**src/hdl/alias_table_sampler_assert.svh**
```systemverilog
// Assertion macros for the alias table sampler.
// No dependencies; included by the top level.
`ifndef ALIAS_TABLE_SAMPLER_ASSERT_SVH
`define ALIAS_TABLE_SAMPLER_ASSERT_SVH
// Check that a property holds after reset.
`define ATS_ASSERT(label, prop) \
  label: assert property (@(posedge clk) disable iff (!rst_n) prop) \
    else $error("assertion failed");
// Check that a condition never occurs after reset.
`define ATS_NEVER(label, cond) \
  label: assert property (@(posedge clk) disable iff (!rst_n) !(cond)) \
    else $error("forbidden condition seen");
`endif

```
**src/hdl/ats_pkg.sv**
```systemverilog
// Package for the alias table sampler: codes, command and status types.
// No dependencies.
package ats_pkg;
  localparam int MAX_CATEGORIES = 64;
  localparam logic [2:0] KIND_LOAD = 3'd0;
  localparam logic [2:0] KIND_BUILD = 3'd1;
  localparam logic [2:0] KIND_DRAW = 3'd2;
  localparam logic [2:0] KIND_MULTI = 3'd3;
  localparam logic [2:0] KIND_RESEED = 3'd4;
  localparam logic [1:0] CLS_DONE = 2'd0;
  localparam logic [1:0] CLS_LARGE = 2'd1;
  localparam logic [1:0] CLS_SMALL = 2'd2;
  localparam logic [31:0] LCG_MUL = 32'd69069;
  localparam logic [31:0] LCG_ZERO_SUB = 32'd12345671;
  localparam logic [31:0] SEED_RESET = 32'd1237;
  localparam logic CFG_NUM_CATEGORIES = 1'b0;
  localparam logic CFG_SEED = 1'b1;

  typedef enum logic [3:0] {
    OP_NONE, OP_LOAD, OP_RESEED, OP_SCALE_RD, OP_SCALE_WR, OP_FIND, OP_PAIR_RD,
    OP_PAIR_WR, OP_CLR, OP_RAND, OP_MUL, OP_LOOK, OP_TALLY_RD, OP_TALLY_WR, OP_EMIT_RD,
    OP_INIT
  } op_t;

  typedef struct packed {
    op_t         op;
    logic [9:0]  idx;
  } cmd_t;

  typedef struct packed {
    logic       found;
    logic [9:0] cnt_small;
  } sts_t;
endpackage

```
**src/hdl/ats_ctrl.sv**
```systemverilog
// Controller of the alias table sampler: sequences build, draws and output.
// Depends on ats_pkg.
module ats_ctrl import ats_pkg::*; (
  input  logic        clk,
  input  logic        rst_n,
  input  logic        in_tvalid,
  output logic        in_tready,
  input  logic [2:0]  in_kind,
  input  logic [19:0] in_draw_count,
  input  logic [9:0]  ncat,
  input  sts_t        sts,
  output cmd_t        cmd,
  output logic        res_load,
  output logic        res_last,
  output logic        res_multi,
  input  logic        out_free
);
  typedef enum logic [3:0] {
    S_IDLE, S_SCALE_RD, S_SCALE_WR, S_FIND, S_PAIR, S_CLR, S_RAND, S_MUL, S_LOOK,
    S_SEL, S_TALLY, S_EMIT_RD, S_EMIT, S_INIT
  } state_t;

  state_t state_r;
  logic [9:0] i_r;
  logic [19:0] left_r;
  logic multi_r;

  assign in_tready = (state_r == S_IDLE) && out_free;
  assign res_multi = multi_r;

  always_comb begin
    cmd.op = OP_NONE;
    cmd.idx = i_r;
    res_load = 1'b0;
    res_last = 1'b0;
    unique case (state_r)
      S_INIT: cmd.op = OP_INIT;
      S_IDLE: if (in_tvalid && in_tready) begin
        if (in_kind == KIND_LOAD) cmd.op = OP_LOAD;
        else if (in_kind == KIND_RESEED) cmd.op = OP_RESEED;
      end
      S_SCALE_RD: cmd.op = OP_SCALE_RD;
      S_SCALE_WR: cmd.op = OP_SCALE_WR;
      S_FIND: if (sts.cnt_small != 10'd0) cmd.op = OP_FIND;
      S_PAIR: cmd.op = OP_PAIR_WR;
      S_CLR: cmd.op = OP_CLR;
      S_RAND: cmd.op = OP_RAND;
      S_MUL: cmd.op = OP_MUL;
      S_LOOK: cmd.op = OP_LOOK;
      S_SEL: cmd.op = multi_r ? OP_TALLY_RD : OP_EMIT_RD;
      S_TALLY: cmd.op = OP_TALLY_WR;
      S_EMIT_RD: cmd.op = OP_NONE;
      S_EMIT: if (out_free) begin
        res_load = 1'b1;
        res_last = !multi_r || (i_r + 10'd1 == ncat);
      end
      default: ;
    endcase
  end

  always_ff @(posedge clk) begin
    if (!rst_n) begin
      state_r <= S_INIT;
      i_r <= '0;
      left_r <= '0;
      multi_r <= 1'b0;
    end else begin
      unique case (state_r)
        S_INIT: if (i_r == 10'(MAX_CATEGORIES - 1)) begin
                  i_r <= '0;
                  state_r <= S_IDLE;
                end else i_r <= i_r + 10'd1;
        S_IDLE: if (in_tvalid && in_tready) begin
          i_r <= '0;
          left_r <= in_draw_count;
          multi_r <= (in_kind == KIND_MULTI);
          if (in_kind == KIND_BUILD) state_r <= S_SCALE_RD;
          else if (in_kind == KIND_DRAW) state_r <= S_RAND;
          else if (in_kind == KIND_MULTI) state_r <= S_CLR;
        end
        S_SCALE_RD: state_r <= S_SCALE_WR;
        S_SCALE_WR: if (i_r + 10'd1 == ncat) state_r <= S_FIND;
                    else begin i_r <= i_r + 10'd1; state_r <= S_SCALE_RD; end
        S_FIND: if (sts.cnt_small != 10'd0 && sts.found) state_r <= S_PAIR;
                else state_r <= S_IDLE;
        S_PAIR: state_r <= S_FIND;
        S_CLR: if (i_r == 10'(MAX_CATEGORIES - 1)) begin
                 i_r <= '0;
                 state_r <= (left_r == 20'd0) ? S_EMIT_RD : S_RAND;
               end else i_r <= i_r + 10'd1;
        S_RAND: state_r <= S_MUL;
        S_MUL: state_r <= S_LOOK;
        S_LOOK: state_r <= S_SEL;
        S_SEL: state_r <= multi_r ? S_TALLY : S_EMIT;
        S_TALLY: begin
          left_r <= left_r - 20'd1;
          state_r <= (left_r == 20'd1) ? S_EMIT_RD : S_RAND;
        end
        S_EMIT_RD: state_r <= S_EMIT;
        S_EMIT: if (out_free) begin
          if (!multi_r || i_r + 10'd1 == ncat) state_r <= S_IDLE;
          else begin i_r <= i_r + 10'd1; state_r <= S_EMIT_RD; end
        end
        default: state_r <= S_IDLE;
      endcase
    end
  end
endmodule

```
**config.mk**
```make
export PLATFORM = sky130hd
export DESIGN_NAME = ats_ctrl
export DESIGN_NICKNAME = d
export VERILOG_FILES = /design/src/hdl/alias_table_sampler_assert.svh /design/src/hdl/ats_pkg.sv /design/src/hdl/ats_ctrl.sv
export SDC_FILE = /design/constraint.sdc
export NUM_CORES = 1
export LEC_CHECK = 0
export BUFFER_PORTS_ARGS = -buffer_cell sky130_fd_sc_hd__buf_2
export CAP_MARGIN = 0
export CORE_MARGIN = 2
export CORE_UTILIZATION = 58
export CTS_CLUSTER_DIAMETER = 80
export DETAILED_ROUTE_END_ITERATION = 6
export PLACE_DENSITY = 0.94
export SETUP_SLACK_MARGIN = 0.05
export SYNTH_ARGS = -nofsm -noshare
export SYNTH_HDL_FRONTEND = slang
export SYNTH_SLANG_ARGS = --single-unit
export TNS_END_PERCENT = 1
```
**constraint.sdc**
```tcl
create_clock -name clk -period 6.15 [get_ports clk]
set_clock_uncertainty 0.15 [all_clocks]
set_input_delay 0.615 -clock clk [delete_from_list [all_inputs] [get_ports clk]]
set_output_delay 0.615 -clock clk [all_outputs]
set_load 0.05 [all_outputs]
```
==> metrics.md, run 1 <==
| Metric | Value |
|---|---|
| Final Util | `between 60% and 70%` |
| Pin count of the biggest net entering global routing | `25` |
| Comb power frac | `between 50 and 60%` |
| Die Y | `roughly 72 um` |
| Tmin final | `3490 ps` |
| CTS resizes | `0` |
| Crit path capture type | `output port` |
| Initial antenna violation count | `0` |
| Vias in the first global route | `2774` |
| Crit-path leading delay family | `simple AND/OR/NAND/NOR gates` |
| # diodes | `0` |
| Vias per cell | `about 6.6` |
| Seq/Total Area, Yosys | `between 20% and 30%` |
| DRC viols | `0` |
| CP max-delay cell | `dfxtp_1` |
| FF+latch count, synth | `35` |
| Maximum fanout along the worst path | `15` |
| Area contributors post-synth | `dfxtp_1 26%, a21oi_1 8.8%, nand2_1 6.2%, nor2_1 4.3%, clkbuf_1 2.8%` |
| Reg2reg start | `i_r[4]$_SDFFE_PN0P_` |
| CP Launch Type | `flop` |
| EDFF count, synth | `0` |
| Mean routed wirelength per cell | `approximately 16 um` |
| Hold Vio Cnt, Final | `0` |
| Final WS setup | `2660 ps` |
| Total of max-cap violations | `0` |
| Area delta synth->final | `14.3%` |
| CTS H-tree depth | `2` |
| Worst hold margin | `around 350 ps` |
| Clock Power Share | `between 10% and 20%` |
| Ys Warns | `0` |
| Post-synth top area share | `25.8%` |
| DRT Pass-1 Iters | `5` |
| Routed wl met3 | `~660 um` |
| Clock slew at the register clock pins of the worst setup and hold paths | `roughly 70 ps` |
| Hold Crit Start | `left_r[9]$_SDFFE_PN0P_` |
| P_int | `roughly 540 uW` |
| DRT antenna net count | `0` |
| Register area | `between 700 and 800 um2` |
| Cell variety after synth | `69` |
| Tcrit/Tclk final | `between 50% and 60%` |
| Power Density | `about 350 nW/um2` |
| Core footprint | `4440 um2` |
| Fin area | `3110 um2` |
| DP Area | `3030 um2` |
| Layout cell share with drive strength beyond 1 | `21.4%` |
| Via count | `approximately 3100` |
| Initial Util | `between 60% and 70%` |
| IO Port Bufs | `65` |
| Mapped Cells | `371` |
| Setup tns final | `0 ps` |
| Wire length on met1 | `between 2000 and 3000 um` |
| Placed Cells incl. Taps | `about 460` |
| Wire length on met2 | `3550 um` |
| Die area | `between 5000 and 6000 um2` |
| Primary FF master, synth | `dfxtp_1` |
| WL final | `around 7300 um` |
| Hold crit path type | `reg2reg` |
| Slew margin rel. | `a little under half` |
| Slowest stage delay, CP | `~610 ps` |
| RSZ-0062 raised after global routing | `no` |
| Gpl congestion | `0.931` |
| Worst Path Arrival | `2720 ps` |
| Synth Area per Inst | `approximately 7.3 um2` |
| Worst-Margin Slew | `around 800 ps` |
| CP cell instances | `nand4_1 -> or4_4 -> a221oi_4 -> nand3_4 -> o21ai_0 -> and2_1 -> buf_2` |
| Post-synthesis instance area | `between 2000 and 3000 um2` |
| CTS Buf Count | `5` |
| Clock buffer depth | `2` |
| Setup Buffers After CTS | `0` |
| Post-detailed-placement half-perimeter wirelength | `about 5300 um` |
| Gr usage total | `28.9%` |
| Clock Tree Root | `clkbuf_8` |
| Area occupied by multi-input gates | `about 1900 um2` |
| Skew-Pair Late Insertion Delay | `approximately 290 ps` |
| Syn Nets | `about 420` |
| Crit Path Class | `reg2out` |
| Final nets | `471` |
| Filler cells | `376` |
| Highest clock rate | `287 MHz` |
| DRT iter0 DRCs | `484` |
| Overflow after GRT | `0` |
| Cts hold-fix bufs | `0` |
| First-pass GRT wire length | `between 10000 and 15000 um` |
| Die width | `72.5 um` |
| Final Non-Filler Cells | `roughly 470` |
| R2R setup slack | `roughly 3100 ps` |
| Rows | `24` |
| Max layer used | `met4` |
| IO Count | `66` |
| Switching power | `541 uW` |
| Static Leak | `between 1 and 1.5 nW` |
| CTS tree | `built` |
| Tot Pwr | `about 1.1 mW` |
| Sw frac | `around 50%` |
| Seq pwr share | `between 20% and 30%` |
| WP buf/inv | `1` |
| Worst EP required | `about 5400 ps` |
| CP startpoint | `i_r[4]$_SDFFE_PN0P_` |
| Synth area leader | `dfxtp_1` |
| Status | `completed` |
| Async set-reset flop share out of synthesis | `0%` |
| TritonCTS Sinks | `35` |
| Max-slew violation count | `0` |
| Finish-stage setup viols | `0` |
| Pre-CTS WS | `between 2000 and 3000 ps` |
| Worst VDD drop | `0.196 mV` |
-- synth_stat cells, drive strengths merged (5+ instances only) --
master  count
nor4       10
clkbuf     20
or4         6
nor3       14
o21ai      12
o22ai       5
o211ai      9
xnor2       6
a21oi      48
nand2      45
and2        6
a22oi       5
a31oi      11
buf         6
nand3      11
o32ai       6
inv        10
dfxtp      35
nor2       31
-- layout make-up --
cell class	instances	area share, %
Tap cell	52	2.09
Clock buffer	7	2.46
Sequential cell	35	22.6
Inverter	10	1.21
Timing Repair Buffer	67	11.0
Clock inverter	1	0.161
Multi-Input combinational cell	300	60.6
-- logic make-up (layout without fill, tap and decap cells) --
logic type	count (synthesis)	in the layout	share of synthesized area, %
buf+inv	36	85	5.20
mux	1	1	0.368
compound gates	128	128	32.1
xor+xnor	9	9	3.41
fa+ha+maj	4	4	1.84
flops	35	35	25.8
simple gates	158	158	31.3
-- registers in the layout, indices dropped and copies added, names as in the netlist --
name       count
state_r        4
i_r           10
left_r        20
res_multi      1
-- final timing paths --
path	depth (start not counted)	to
setup reg to reg	6	i_r[2]$_SDFFE_PN0P_
setup / recovery	7	res_last
hold / removal	2	left_r[9]$_SDFFE_PN0P_
hold reg to reg	2	left_r[9]$_SDFFE_PN0P_
-- cells in the final DEF, fill, tap and decap left out, types with 3 or more instances in the layout --
cell / synthesis / final
nand4_1: 3 / 3
nand2_1: 45 / 45
nand2b_1: 4 / 4
a22oi_1: 5 / 5
a31oi_1: 11 / 11
buf_2: 2 / 65
o22ai_1: 5 / 5
o32ai_1: 6 / 6
o311ai_0: 3 / 3
nor2b_1: 4 / 4
o211ai_1: 9 / 9
nand3_1: 10 / 10
and2_1: 6 / 6
clkbuf_8: 0 / 5
o31ai_1: 4 / 4
ha_1: 4 / 4
or4_1: 5 / 5
a311oi_1: 4 / 4
nor2_1: 31 / 31
or3_1: 3 / 3
and3_1: 3 / 3
xnor2_1: 6 / 6
inv_1: 10 / 10
dfxtp_1: 35 / 35
nor4_1: 9 / 8
nor3_1: 14 / 14
o21ai_0: 11 / 11
a21oi_1: 48 / 48
-- worst reg2reg max path: cells and delay by family, from the launching register on --
kind | cells | cell delay (ps)
AND/OR/NAND/NOR | 2 | 830
AO/OA/AOI/OAI | 4 | 1310
flip-flops | 1 | 610
-- metal layers --
layer	vias up	GRT usage, %
met5	-	0
met2	179	47.7
met3	17	6.25
met1	1413	37.3
met4	0	9.88
li1	1500	-
-- power by group through the flow --
| stage | Clock (mW) | Sequential (mW) | Combinational, mW |
|---|---|---|---|
| after floorplan | 0 | 0.290 | 0.496 |
| after global placement | 0 | 0.321 | 0.571 |
| after detailed placement | 0 | 0.323 | 0.580 |
| after CTS | 0.165 | 0.318 | 0.583 |
| after global routing | 0.177 | 0.328 | 0.647 |
| final | 0.165 | 0.322 | 0.594 |
(Power assumes the default switching activity.)
==> inputs of run 2 (changes only) <==
CORE_UTILIZATION = 54   (was 58)
PLACE_DENSITY = 0.89   (was 0.94)
clock period = 3.24 ns   (was 6.15 ns; I/O delays follow)
==> metrics.md, run 2 (same netlist as run 1, synthesis figures left out) <==
| Metric | Value |
|---|---|
| Status | `completed` |
| Maximum fanout along the worst path | `7 (-8)` |
| Hold Vio Cnt, Final | `0 (unchanged)` |
| Worst-Margin Slew | `534 ps (-263 ps)` |
| Vias per cell | `6.26 (-5.0%)` |
| IO Port Bufs | `65 (unchanged)` |
| Skew-Pair Late Insertion Delay | `290 ps (about the same)` |
| Most frequent cells in the layout | `65 x buf_2, 48 x a21oi_1, 45 x nand2_1` |
| Worst Path Arrival | `2570 ps (-150 ps)` |
| Via count | `3103 (-0.19%)` |
| Slew margin rel. | `64.2% (+17 points)` |
| Setup Buffers After CTS | `0 (unchanged)` |
| Tmin final | `3050 ps` |
| Fin area | `3220 um2 (+3.5%)` |
| Highest clock rate | `about 330 MHz` |
| Tcrit/Tclk final | `around 94%` |
| Pre-CTS WS | `438 ps (-2560 ps)` |
| Crit Path Class | `reg2out` |
| Layout cell share with drive strength beyond 1 | `24.0% (+2.6 points)` |
| # diodes | `0 (unchanged)` |
| Critical Path Sink | `res_last` |
| Slowest stage delay, CP | `590 ps (-20 ps)` |
| Placed Cells incl. Taps | `488 (+5.2%)` |
| Overflow after GRT | `0 (unchanged)` |
| Hold Crit Start | `in_draw_count[13]` |
| DRC viols | `0 (unchanged)` |
| Most common cell after layout, fill and taps aside | `buf_2` |
| Clock Power Share | `16.6% (+1.4 points)` |
| Top flop regs | `left_r: 20 flops, i_r: 10 flops, state_r: 4 flops` |
| Worst r2r dst | `i_r[2]$_SDFFE_PN0P_` |
| Initial antenna violation count | `0 (unchanged)` |
| Power Density | `668 nW/um2 (+92%)` |
| Max-slew violation count | `0 (unchanged)` |
| Seq pwr share | `25.0% (-4.8 points)` |
| Post-detailed-placement half-perimeter wirelength | `5430 um (+2.8%)` |
| CTS tree | `built` |
| Mean routed wirelength per cell | `15.1 um (-2.8%)` |
| CTS Buf Count | `5 (unchanged)` |
| Worst VDD drop | `0.383 mV (+95%)` |
| Final Non-Filler Cells | `496 (+5.1%)` |
| Pin count of the biggest net entering global routing | `22 (-12%)` |
| CTS H-tree depth | `2 (unchanged)` |
| IO Count | `66 (unchanged)` |
| Die area | `5620 um2 (+7.0%)` |
| Clock slew at the register clock pins of the worst setup and hold paths | `70 ps (about the same)` |
| Comb power frac | `58.4% (+3.4 points)` |
| Core footprint | `4790 um2 (+7.7%)` |
| Final nets | `480 (+1.9%)` |
| CTS resizes | `0 (unchanged)` |
| Setup tns final | `0 ps (unchanged)` |
| Worst EP required | `2770 ps (-2610 ps)` |
| Hold crit path type | `in2reg` |
| Vias in the first global route | `2761 (-0.47%)` |
| DRT antenna net count | `0 (unchanged)` |
| DRT Pass-1 Iters | `5 (unchanged)` |
| First-pass GRT wire length | `12300 um (about the same)` |
| Clock Tree Root | `clkbuf_8` |
| CP Launch Type | `flop` |
| WL final | `7490 um (+2.1%)` |
| DRT iter0 DRCs | `193 (-60%)` |
| P_int | `1.12 mW (+110%)` |
| R2R cell count | `8 (+2)` |
| Finish-stage setup viols | `0 (unchanged)` |
| Area delta synth->final | `18.4%` |
| Die Y | `74.9 um (+3.4%)` |
| Initial Util | `56.8% (-4.4 points)` |
| Final Util | `67.2% (-2.7 points)` |
| Rows | `25 (+4.2%)` |
| RSZ-0062 raised after global routing | `no` |
| Most flops, register | `left_r` |
| Cts hold-fix bufs | `0 (unchanged)` |
| CP startpoint | `i_r[7]$_SDFFE_PN0P_` |
| Sw frac | `48.1% (-2.0 points)` |
| R2R setup slack | `490 ps (-2640 ps)` |
| Clock buffer depth | `2 (unchanged)` |
| CP max-delay cell | `or4_4` |
| Switching power | `1.03 mW (+91%)` |
| DP Area | `3110 um2 (+2.9%)` |
| CP cell instances | `nand4_1 -> or4_4 -> a221oi_4 -> nand3_4 -> o21ai_0 -> and2_1 -> buf_2` |
| Static Leak | `1.24 nW (+4.2%)` |
| Total of max-cap violations | `0 (unchanged)` |
| Gpl congestion | `1.03 (+11%)` |
| Final WS setup | `192 ps (-2470 ps)` |
| Reg2reg start | `i_r[1]$_SDFFE_PN0P_` |
| TritonCTS Sinks | `35 (unchanged)` |
| Gr usage total | `27.6% (-1.2 points)` |
| Crit path capture type | `output port` |
| Die width | `74.9 um (+3.4%)` |
| Number of flip-flops under the largest register name | `20 (unchanged)` |
-- run 2: cell count changes in the layout (fill, tap and decap cells not counted), sizes merged --
cell    before  now
buf         67   76
clkbuf       7    8
clkinv       1    0
-- run 2: worst max-delay path: cells and delay by family, from the launching register on --
| family | cells | cell delay [ps] |
|---|---|---|
| flip-flops | 1 | 460 |
| buffers and inverters | 1 | 250 |
| AO/OA/AOI/OAI | 2 | 490 |
| AND/OR/NAND/NOR | 4 | 1080 |
-- run 2: layer usage --
layer	wire (um)	track usage [%]	part of all wire (%)	vias up
li1	-	-	-	1517
met1	3160	34.2	42	1440
met2	3700	46.2	49	134
met3	535	7.63	7.1	12
met4	96	9.52	1.3	0
met5	0	0	0	-
-- run 2: how the worst min path moves through the flow --
stage,cells past startpoint,to
floorplan,2,left_r[9]$_SDFFE_PN0P_
finish,3,left_r[13]$_SDFFE_PN0P_
detailed placement,2,left_r[10]$_SDFFE_PN0P_
global placement,2,left_r[9]$_SDFFE_PN0P_
CTS,3,left_r[13]$_SDFFE_PN0P_
global route,3,left_r[13]$_SDFFE_PN0P_
-- run 2: area by class of cell --
cell class / count / area, um2
Timing Repair Buffer: 76 / 408
Multi-Input combinational cell: 300 / 1880
Clock buffer: 8 / 100
Fill cell: 421 / 1570
Tap cell: 67 / 83.8
Inverter: 10 / 37.5
Sequential cell: 35 / 703
-- run 2: stage by stage --
stage               hold slack [ps]  power (mW)
CTS                             128        2.13
detailed placement              328        1.77
global route                    161        2.29
finish                          132        2.15
global placement                318        1.74
floorplan                       302        1.49
-- run 2: power by group through the flow --
stage / Clock [mW] / Combinational (mW) / Sequential [mW]
after floorplan: 0 / 0.941 / 0.551
after global placement: 0 / 1.20 / 0.542
after detailed placement: 0 / 1.23 / 0.546
after CTS: 0.360 / 1.23 / 0.536
after global routing: 0.375 / 1.36 / 0.549
final: 0.356 / 1.26 / 0.539
